File: config.mk
export PLATFORM = sky130hd
export DESIGN_NAME = idm_fifo
export DESIGN_NICKNAME = d
export VERILOG_FILES = /design/src/rtl/idm_pkg.sv /design/src/rtl/idm_fifo.sv
export SDC_FILE = /design/constraint.sdc
export NUM_CORES = 1
export LEC_CHECK = 0
export ABC_AREA = 1
export ABC_CLOCK_PERIOD_IN_PS = 8600
export BUFFER_PORTS_ARGS = -buffer_cell sky130_fd_sc_hd__clkbuf_2
export CORE_MARGIN = 2
export CORE_UTILIZATION = 58
export DETAILED_ROUTE_END_ITERATION = 10
export GPL_TIMING_DRIVEN = 0
export PLACE_DENSITY = 0.8
export SLEW_MARGIN = 20
export SYNTH_ARGS = -nofsm -noshare
export SYNTH_HDL_FRONTEND = slang
export SYNTH_SLANG_ARGS = --single-unit
File: constraint.sdc
create_clock -name clk_i -period 8.6 [get_ports clk_i]
set_clock_uncertainty 0.1 [all_clocks]
set_input_delay 0.86 -clock clk_i [delete_from_list [all_inputs] [get_ports clk_i]]
set_output_delay 0.86 -clock clk_i [all_outputs]
set_load 0.1 [all_outputs]
File: src/rtl/idm_pkg.sv
`default_nettype none
package idm_pkg;
  localparam int unsigned DATA_WIDTH = 64;
  localparam int unsigned FIFO_DEPTH = 4;
  localparam int unsigned PTR_W = $clog2(FIFO_DEPTH);

  typedef enum logic [1:0] {
    FUNC_DIVU = 2'd0,
    FUNC_REMU = 2'd1,
    FUNC_DIV  = 2'd2,
    FUNC_REM  = 2'd3
  } func_e;

  // classified request handed from front to back
  typedef struct packed {
    logic                  is_rem;
    logic                  neg_res;
    logic                  zero;
    logic [DATA_WIDTH-1:0] num;
    logic [DATA_WIDTH-1:0] den;
  } op_t;
endpackage
`default_nettype wire

File: src/rtl/idm_fifo.sv
`default_nettype none
module idm_fifo (
  input  wire logic     clk_i,
  input  wire logic     rst_ni,
  input  idm_pkg::op_t  in_i,
  input  wire logic     in_valid_i,
  output logic          in_ready_o,
  output idm_pkg::op_t  out_o,
  output logic          out_valid_o,
  input  wire logic     out_ready_i
);
  import idm_pkg::*;

  op_t mem_q [FIFO_DEPTH];
  logic [PTR_W-1:0] wr_q, rd_q;
  logic [PTR_W:0]   cnt_q;
  logic push, pop;

  assign in_ready_o  = (cnt_q != (PTR_W+1)'(FIFO_DEPTH));
  assign out_valid_o = (cnt_q != '0);
  assign push = in_valid_i && in_ready_o;
  assign pop  = out_valid_o && out_ready_i;
  assign out_o = mem_q[rd_q];

  always_ff @(posedge clk_i) begin
    if (push) begin
      mem_q[wr_q] <= in_i;
    end
  end

  always_ff @(posedge clk_i or negedge rst_ni) begin
    if (!rst_ni) begin
      wr_q <= '0;
      rd_q <= '0;
      cnt_q <= '0;
    end else begin
      if (push) wr_q <= wr_q + 1'b1;
      if (pop) rd_q <= rd_q + 1'b1;
      cnt_q <= cnt_q + (PTR_W+1)'(push) - (PTR_W+1)'(pop);
    end
  end

  a_no_overflow: assert property (@(posedge clk_i) disable iff (!rst_ni)
    cnt_q <= (PTR_W+1)'(FIFO_DEPTH)) else $error("fifo count overflow");
  a_cnt_track: assert property (@(posedge clk_i) disable iff (!rst_ni)
    push && !pop |=> cnt_q == $past(cnt_q) + 1'b1) else $error("fifo count slip");
  a_empty_ptr: assert property (@(posedge clk_i) disable iff (!rst_ni)
    cnt_q == '0 |-> wr_q == rd_q) else $error("fifo pointer mismatch");
endmodule
`default_nettype wire

==> impl_results.md <==
- Area after DPL: 0.0235 mm²
- DR DRC count: 0
- Layout net count: 2206
- Largest family of logic cells by synthesized area: simple AND/OR/NAND/NOR gates
- Yosys reg bits: 531
- Post-route insts no fill: 2571
- Crit path buf inv count: 4
- Synth Cell Area: 0.0210 mm²
- CTS tree: built
- Pins Over Slew Limit: 0
- Worst setup SP type: register
- Tmin final: 3900 ps
- DR vias: 13800
- RSZ-0062 raised after global routing: no
- Initial Utilization: 0.590
- Worst-Skew Late Latency: 590 ps
- Critical path required time: ~7600 ps
- Critical-path top delay cell: clkbuf_1
- Area grow syn2layout: 20.3%
- Fmax: about 260 MHz
- DP Cell Count: 2471
- Relative slew slack: 0.404
- Cells after Synth: 1718
- H-tree depth: 2
- Distinct cells, synth: 16
- Clock buffer depth: 3
- Total GRT Usage: 0.261
- HPWL after DPL: roughly 32000 µm
- Adder-cell share of the synthesized area: 0.00453
- YS warnings: 0
- Tightest Pin Transition: 893 ps
- Total gr overflow: 0
- Postcts setup bufs: 0
- Top cells by area, synth: edfxtp_1 75%, nand2_1 7.4%, nor2_1 4.8%
- Max-Cap Viols: 0
- Critical path's top delay family: buffers and inverters
- Status: complete, no violations
- Vias per cell: 5.38
- Gp weighted congestion: 0.782
- Mux share of post-synthesis cell area: 0
- ANT nets after route: 0
- IO buf count: 267
- Pin count of the biggest net entering global routing: 25
- Synth Area in Simple Gates: 0.123
- Multi-input gate area in the final layout: 0.00401 mm²
- Final Cell Area: 0.0252 mm²
- Die area: 0.0377 mm²
- Syn nets: 1860
- Compound-gate portion of the synthesized area: 0.0625
- Total Wirelength: approximately 49000 µm
- CP peak stage delay: 670 ps
- Layout cells sized above 1: 0.195
- Worst Path Max Fanout: 10
- Post-synthesis sequential area ratio: 0.758
- Crit path cell chain: inv_1 > clkbuf_1 > clkbuf_1 > nand2_1 > nand2_1 > clkbuf_2
- Hold Crit Class: input port to register
- Fillers: 2378
- Wirelength per Cell: approximately 19 µm
- Worst-path clk slew: 60 ps
- Final Setup Violations: 0
- Post-synth top area cell: edfxtp_1
- Final period utilization: 0.454
- Die Wd: 194 µm
- Register Area: 0.0159 mm²
- Initial antenna violation count: 8
- First-pass GRT wire length: 75600 µm
- Num CTS Buffers: 51
- Mapped Avg Cell Area: 12.2 µm²
- Num ports: 268
- Vias in the first global route: approximately 14000
- Top cell type's share of synthesized area: 0.750
- Arr. time, crit path: 2940 ps
- CTS sink cnt: 531
- Final Hold Fails: 0
- Core Area: 0.0356 mm²
- Die Y: a little under 200 µm
- Post-cts sizing count: 0
- Rows: 69
- Type of the worst setup path: register to output port
- Critical Path Sink Type: output port
- 1st-pass router iterations: 6
- Xor/xnor cell area share of the yosys netlist: 0
- Initial drt markers: 932
- CTS root buffer: clkbuf_16
## cells in the mapped netlist
master / n
buf_1: 8
buf_2: 8
buf_4: 7
buf_6: 25
clkbuf_1: 39
dfrtp_1: 7
edfxtp_1: 524
fa_1: 1
ha_1: 6
inv_1: 146
inv_2: 1
nand2_1: 412
nand3_1: 5
nor2_1: 267
o21ai_0: 143
o21ai_1: 119
## layout by cell type, fill, tap and decap left out, drive strengths merged
cell,synthesis,final
fa,1,1
diode,0,4
inv,147,148
buf,48,73
ha,6,6
clkinvlp,0,4
o21ai,262,262
nand3,5,5
nor2,267,267
clkbuf,39,369
nand2,412,412
clkinv,0,20
dlygate4sd3,0,1
dfrtp,7,7
edfxtp,524,524
bufinv,0,7
## repair_timing
| item | in CTS | in global routing |
|---|---|---|
| hold buffers | 1 | 0 |
| hold endpoints to repair | 7 | 0 |
| setup endpoints to repair | 0 | 0 |
## metal layers
layer	track usage	part of all wire
met1	0.318	0.37
met2	0.450	0.50
met3	0.0671	0.097
met4	0.0976	0.030
met5	0	0.0011
## final cells by class
cell class	instances	share of cell area
Buffer	87	0.0218
Timing Repair Buffer	293	0.0767
Clock inverter	32	0.0132
Multi-Input combinational cell	953	0.159
Clock buffer	63	0.0540
Inverter	147	0.0219
Antenna cell	4	0.000397
Tap cell	461	0.0228
Sequential cell	531	0.630
## sequential cells by signal (all words and copies together) (netlist names)
signal	count
mem_q	524
cnt_q	3
wr_q	2
rd_q	2
## metrics by stage
stage               TNS (ps)  worst slack (ps)  hold WS, ps   util
global placement    -1460090             -2900          357  0.644
global route               0              4570          378  0.710
floorplan                  0               867          341      -
detailed placement         0              5290          389  0.661
finish                     0              4700          386  0.710
CTS                        0              4660          365  0.709
## path summary, 6_finish.rpt
check	start	to	slack [ps]	cells after the start
worst max register to register	cnt_q[1]	mem_q[2][58]	5950	7
worst max-delay path	rd_q[1]	out_o[37]	4700	6
max in group asynchronous	rst_ni	cnt_q[1]	7630	2
worst min register to register	rd_q[1]	rd_q[1]	400	2
min in group asynchronous	rst_ni	cnt_q[0]	580	2
worst min-delay path	in_i[110]	mem_q[2][110]	390	1
## cells by family after synthesis
kind of cell             count (synthesis)
AND/OR/NAND/NOR                        684
flip-flops                             531
AO/OA/AOI/OAI                          262
buffers and inverters                  234
adder cells (fa/ha/maj)                  7
Power is left out: the tool's default activity adds up to more than one toggle a clock period on the data nets, which glitch-free logic cannot reach.
