<file path="src/rtl/idm_pkg.sv">
`default_nettype none
package idm_pkg;
  localparam int unsigned DATA_WIDTH = 64;
  localparam int unsigned FIFO_DEPTH = 4;
  localparam int unsigned PTR_W = $clog2(FIFO_DEPTH);

  typedef enum logic [1:0] {
    FUNC_DIVU = 2'd0,
    FUNC_REMU = 2'd1,
    FUNC_DIV  = 2'd2,
    FUNC_REM  = 2'd3
  } func_e;

  // classified request handed from front to back
  typedef struct packed {
    logic                  is_rem;
    logic                  neg_res;
    logic                  zero;
    logic [DATA_WIDTH-1:0] num;
    logic [DATA_WIDTH-1:0] den;
  } op_t;
endpackage
`default_nettype wire

</file>
<file path="src/rtl/idm_req_if.sv">
`default_nettype none
interface idm_req_if;
  logic        valid;
  logic        ready;
  logic [1:0]  func;
  logic [63:0] dividend;
  logic [63:0] divisor;
  modport source (output valid, func, dividend, divisor, input ready);
  modport sink (input valid, func, dividend, divisor, output ready);
endinterface
`default_nettype wire

</file>
<file path="src/rtl/idm_front.sv">
`default_nettype none
module idm_front (
  input  wire logic       clk_i,
  input  wire logic       rst_ni,
  idm_req_if.sink         req,
  output idm_pkg::op_t    op_o,
  output logic            op_valid_o,
  input  wire logic       op_ready_i
);
  import idm_pkg::*;

  op_t  op_q, op_d;
  logic vld_q;
  logic sgn, a_neg, b_neg;
  logic [DATA_WIDTH-1:0] a, b;

  assign req.ready = !vld_q || op_ready_i;

  always_comb begin
    a = req.dividend[DATA_WIDTH-1:0];
    b = req.divisor[DATA_WIDTH-1:0];
    sgn = (req.func == FUNC_DIV) || (req.func == FUNC_REM);
    a_neg = sgn && a[DATA_WIDTH-1];
    b_neg = sgn && b[DATA_WIDTH-1];
    op_d.is_rem = (req.func == FUNC_REMU) || (req.func == FUNC_REM);
    op_d.neg_res = op_d.is_rem ? a_neg : (a_neg ^ b_neg);
    op_d.zero = (b == '0);
    op_d.num = a_neg ? (~a + 1'b1) : a;
    op_d.den = b_neg ? (~b + 1'b1) : b;
  end

  always_ff @(posedge clk_i or negedge rst_ni) begin
    if (!rst_ni) begin
      vld_q <= 1'b0;
    end else if (req.ready) begin
      vld_q <= req.valid;
    end
  end

  always_ff @(posedge clk_i) begin
    if (req.ready && req.valid) begin
      op_q <= op_d;
    end
  end

  assign op_o = op_q;
  assign op_valid_o = vld_q;
endmodule
`default_nettype wire

</file>
<file path="src/flat_wrapper.sv">
// flat-port wrapper written by rule: the top's interface ports become plain ports
module idm_front_flat import idm_pkg::*;
  (clk_i, rst_ni, op_o, op_valid_o, op_ready_i, req_valid, req_func, req_dividend, req_divisor, req_ready);
  idm_req_if req_i ();
  input  wire logic clk_i;
  input  wire logic rst_ni;
  output idm_pkg::op_t op_o;
  output logic op_valid_o;
  input  wire logic op_ready_i;
  input wire logic [$bits(req_i.valid)-1:0] req_valid;
  input wire logic [$bits(req_i.func)-1:0] req_func;
  input wire logic [$bits(req_i.dividend)-1:0] req_dividend;
  input wire logic [$bits(req_i.divisor)-1:0] req_divisor;
  output wire logic [$bits(req_i.ready)-1:0] req_ready;
  assign req_i.valid = req_valid;
  assign req_i.func = req_func;
  assign req_i.dividend = req_dividend;
  assign req_i.divisor = req_divisor;
  assign req_ready = req_i.ready;
  idm_front u_core (.clk_i(clk_i), .rst_ni(rst_ni), .req(req_i), .op_o(op_o), .op_valid_o(op_valid_o), .op_ready_i(op_ready_i));
endmodule
</file>
<file path="config.mk">
export PLATFORM = sky130hd
export DESIGN_NAME = idm_front_flat
export DESIGN_NICKNAME = d
export VERILOG_FILES = /design/src/rtl/idm_pkg.sv /design/src/rtl/idm_req_if.sv /design/src/rtl/idm_front.sv /design/src/flat_wrapper.sv
export SDC_FILE = /design/constraint.sdc
export NUM_CORES = 1
export LEC_CHECK = 0
export ABC_AREA = 0
export BUFFER_PORTS_ARGS = -buffer_cell sky130_fd_sc_hd__buf_2
export CORE_MARGIN = 8
export CORE_UTILIZATION = 50
export DETAILED_ROUTE_END_ITERATION = 10
export PLACE_DENSITY = 0.86
export SLEW_MARGIN = 20
export SYNTH_ARGS = -nofsm -noshare
export SYNTH_HDL_FRONTEND = slang
export SYNTH_SLANG_ARGS = --single-unit
</file>
<file path="constraint.sdc">
create_clock -name clk_i -period 5.28 [get_ports clk_i]
set_clock_uncertainty 0.15 [all_clocks]
set_input_delay 0.264 -clock clk_i [delete_from_list [all_inputs] [get_ports clk_i]]
set_output_delay 0.264 -clock clk_i [all_outputs]
set_load 0.02 [all_outputs]
</file>
==> results.json <==
{
  "cts_max_path_buffers": 2,
  "power.internal_mw": 2.062,
  "relSlewSlack_pct": 28.83,
  "timing.critical_path.max_delay_family": "simple AND/OR/NAND/NOR gates",
  "finalHoldViolations": 0,
  "die-width_um": 135.5,
  "final.setup.tns_ns": 0,
  "detail_route.drc_violations": 0,
  "grt_pass1_vias": 6268,
  "finalCriticalPeriod_ns": 3.019,
  "cts_sinks": 132,
  "synth_sequential_area_ratio_pct": 55.47,
  "power_switching_share_pct": 26.54,
  "htreeDepth": 4,
  "grt_start_max_net_pins": 66,
  "post-synth-top-area-cell": "edfxtp_1",
  "fp.dieH_um": 135.5,
  "viasPerCell": 5.855,
  "grt_pass1_wl_mm": 33.72,
  "crit_path_max_incr_delay_ns": 0.61,
  "ctsResizeCount": 0,
  "rsz0062_at_grt": "no",
  "grt.overflow.total": 0,
  "gpl.final_weighted_congestion": 0.9630,
  "detail_route.wl_per_cell_um": 20.51,
  "setup.worst_path.start_class": "input pin",
  "endpoint_kind_of_the_worst_setup_timing_path": "flip-flop",
  "place.detailed.hpwl_mm": 16.79,
  "setup_viol": 0,
  "path_buf_inv": 3,
  "criticalPathCategory": "input pin to flip-flop",
  "number_of_synthesized_flops_with_an_enable_pin": 131,
  "placeableCoreArea_um2": 13930,
  "worst_pin_slew_ns": 1.068,
  "num-nets-final": 1017,
  "postSynthRegisterBits": 132,
  "hold_path_class": "input pin to flip-flop",
  "areaGrowthSynthToFinish_pct": 29.65,
  "crit_path_cells": "dlygate4sd3_1 > buf_2 > inv_1 > ha_1 > or3b_1 > or4_4 > nor4_4 > a31oi_1 > xor2_1",
  "drt_first_iter_violations": 718,
  "port_buffers": 266,
  "antenna_found_initial": 0,
  "power_frac_seq_pct": 45.4,
  "synth.most_common_cell": "edfxtp_1",
  "clk_latency_ns": 0.41,
  "yosys-top-cells-count": "edfxtp_1 (131), xnor2_1 (70), xor2_1 (53)",
  "max-vdd-ir-drop_v": 0.0001689,
  "max_cap_viol_count": 0,
  "pwr-share-comb_pct": 16.8,
  "utilization_pct": 66.40,
  "synth_cell_types": 44,
  "layout.filler_cells": 998,
  "avgSynthCellArea_um2": 11.82,
  "syn_inst": 604,
  "outcome": "finished, final reports clean",
  "power_frac_clock_pct": 37.8,
  "tritoncts": "built",
  "postSynthNetCount": 740,
  "post_synth_instance_area_um2": 7137,
  "postRouteAntennaNets": 0,
  "synth-warning-count": 0,
  "switchingPower_uw": 745.0,
  "clock_slew_seen_by_the_registers_of_the_worst_setup_and_hold_paths_ns": 0.05,
  "critical_path.slowest_cell": "or4_4",
  "critical_path_peak_fanout": 9,
  "proportion_of_register_bits_with_asynchronous_set_or_reset_after_synthesis_pct": 0.7576,
  "gr-usage-all-layers_pct": 23.69,
  "worst-endpoint-required_ns": 5.28,
  "maxClockFrequency_ghz": 0.3312,
  "cp.arrival_ns": 3.02,
  "num_vias": 6300,
  "slew_violations": 0,
  "drive_above_1_share_pct": 35.68,
  "drt-pass1-iter-count": 6,
  "post_synth_main_area_contributors": "edfxtp_1 (55%), xnor2_1 (8.6%), xor2_1 (6.5%), nor2_1 (2.4%), nor4_1 (2.1%)",
  "drt_wl_total_mm": 22.07,
  "dominantRegCellSynth": "edfxtp_1",
  "power.density_cell_area_nw_per_um2": 303.4,
  "clock_tree_root_driver_cell": "clkbuf_16",
  "dieArea_um2": 18350,
  "ios": 267,
  "cts-buffers-inserted": 17,
  "initial_utilization_pct": 51.22,
  "std_cell_rows": 43,
  "layout_worst_path_cycle_share_pct": 57.18,
  "synth_top_cell_area_share_pct": 55.12,
  "cellLeakagePower_nw": 3.551
}
power groups by stage:
stage          clock [mW]  sequential (mW)  combinational [mW]
6_report             1.06             1.28               0.471
4_1_cts              1.07             1.28               0.468
5_1_grt              1.11             1.28               0.504
3_5_place_dp            0             1.30               0.461
2_1_floorplan           0             1.40               0.157
3_3_place_gp            0             1.29               0.450
sequential cells by signal, indices dropped and copies added, names as in the netlist:
register	flops
u_core.op_valid_o	1
u_core.op_o	131
worst paths after layout:
| path | slack, ns | from | endpoint | cells past startpoint |
|---|---|---|---|---|
| max | 2.26 | req_divisor[0] | u_core.op_o[58]$_DFFE_PP_ | 9 |
| min | 0.02 | req_divisor[27] | u_core.op_o[27]$_DFFE_PP_ | 2 |
| max reg2reg | 2.82 | u_core.op_valid_o$_DFFE_PN0N_ | u_core.op_o[128]$_DFFE_PP_ | 3 |
| min reg2reg | 0.42 | u_core.op_valid_o$_DFFE_PN0N_ | u_core.op_valid_o$_DFFE_PN0N_ | 2 |
| max in group asynchronous | 4.33 | rst_ni | u_core.op_valid_o$_DFFE_PN0N_ | 3 |
| min in group asynchronous | 0.55 | rst_ni | u_core.op_valid_o$_DFFE_PN0N_ | 3 |
cell type report:
class	count	area, um^2	area share [%]
Sequential cell	132	3959	42.79
Multi-Input combinational cell	444	3070	33.18
Timing Repair Buffer	277	1431	15.47
Clock inverter	11	87.58	0.9466
Antenna cell	2	5.005	0.05409
Inverter	9	33.78	0.3651
Tap cell	180	225.2	2.434
Clock buffer	21	440.4	4.760
timing repair:
action / in CTS / in global routing
hold endpoints to repair: 6 / 0
hold buffers: 7 / 0
buffers inserted: 0 / 0
stage by stage:
stage          total power, mW  hold slack [ns]  std cells  worst slack, ns  instance area, um^2
2_1_floorplan            1.556          -0.1816        604           0.8720                 7137
3_5_place_dp             1.757          -0.1096       1035            2.391                 8650
6_report                 2.807          0.02123       1076            2.261                 9253
4_1_cts                  2.815         0.002355       1074            2.280                 9248
3_3_place_gp             1.744          -0.1116       1035            2.429                 8647
5_1_grt                  2.899          0.01171       1074            2.124                 9248
cell usage in the layout (no fill, tap or decap), types with 3 or more instances in the layout:
cell,n
buf_2,266
edfxtp_1,131
xnor2_1,70
xor2_1,53
nor2_1,46
nand2_1,28
a21oi_1,27
nor4_1,24
nor3_1,23
o21ai_0,22
or4_1,20
o31ai_1,19
or3_1,18
clkbuf_16,17
a31oi_1,14
nand4_1,11
o41ai_1,10
inv_1,9
nand2b_1,7
dlygate4sd3_1,7
or2_2,6
o41ai_2,6
nand3_1,4
and2_1,4
clkbuf_1,4
clkinv_1,4
buf_4,4
nor4_4,3
kinds of logic after synthesis:
kind of cell / share of synthesized area, %
xor gates and xnor gates: 15.09
and+or+nand+nor: 17.60
DFF: 55.47
AOI/OAI and AO/OA: 9.905
buffers and inverters: 1.578
adders and majority gates: 0.3506
per-layer routing:
metal,global-route usage [%],vias up,part of all wire [%]
met5,0,-,0
met1,26.36,2940,35
met4,9.870,0,3.5
met3,10.01,68,13
li1,-,2866,-
met2,39.20,426,48
Power figures use the tool's default switching activity.
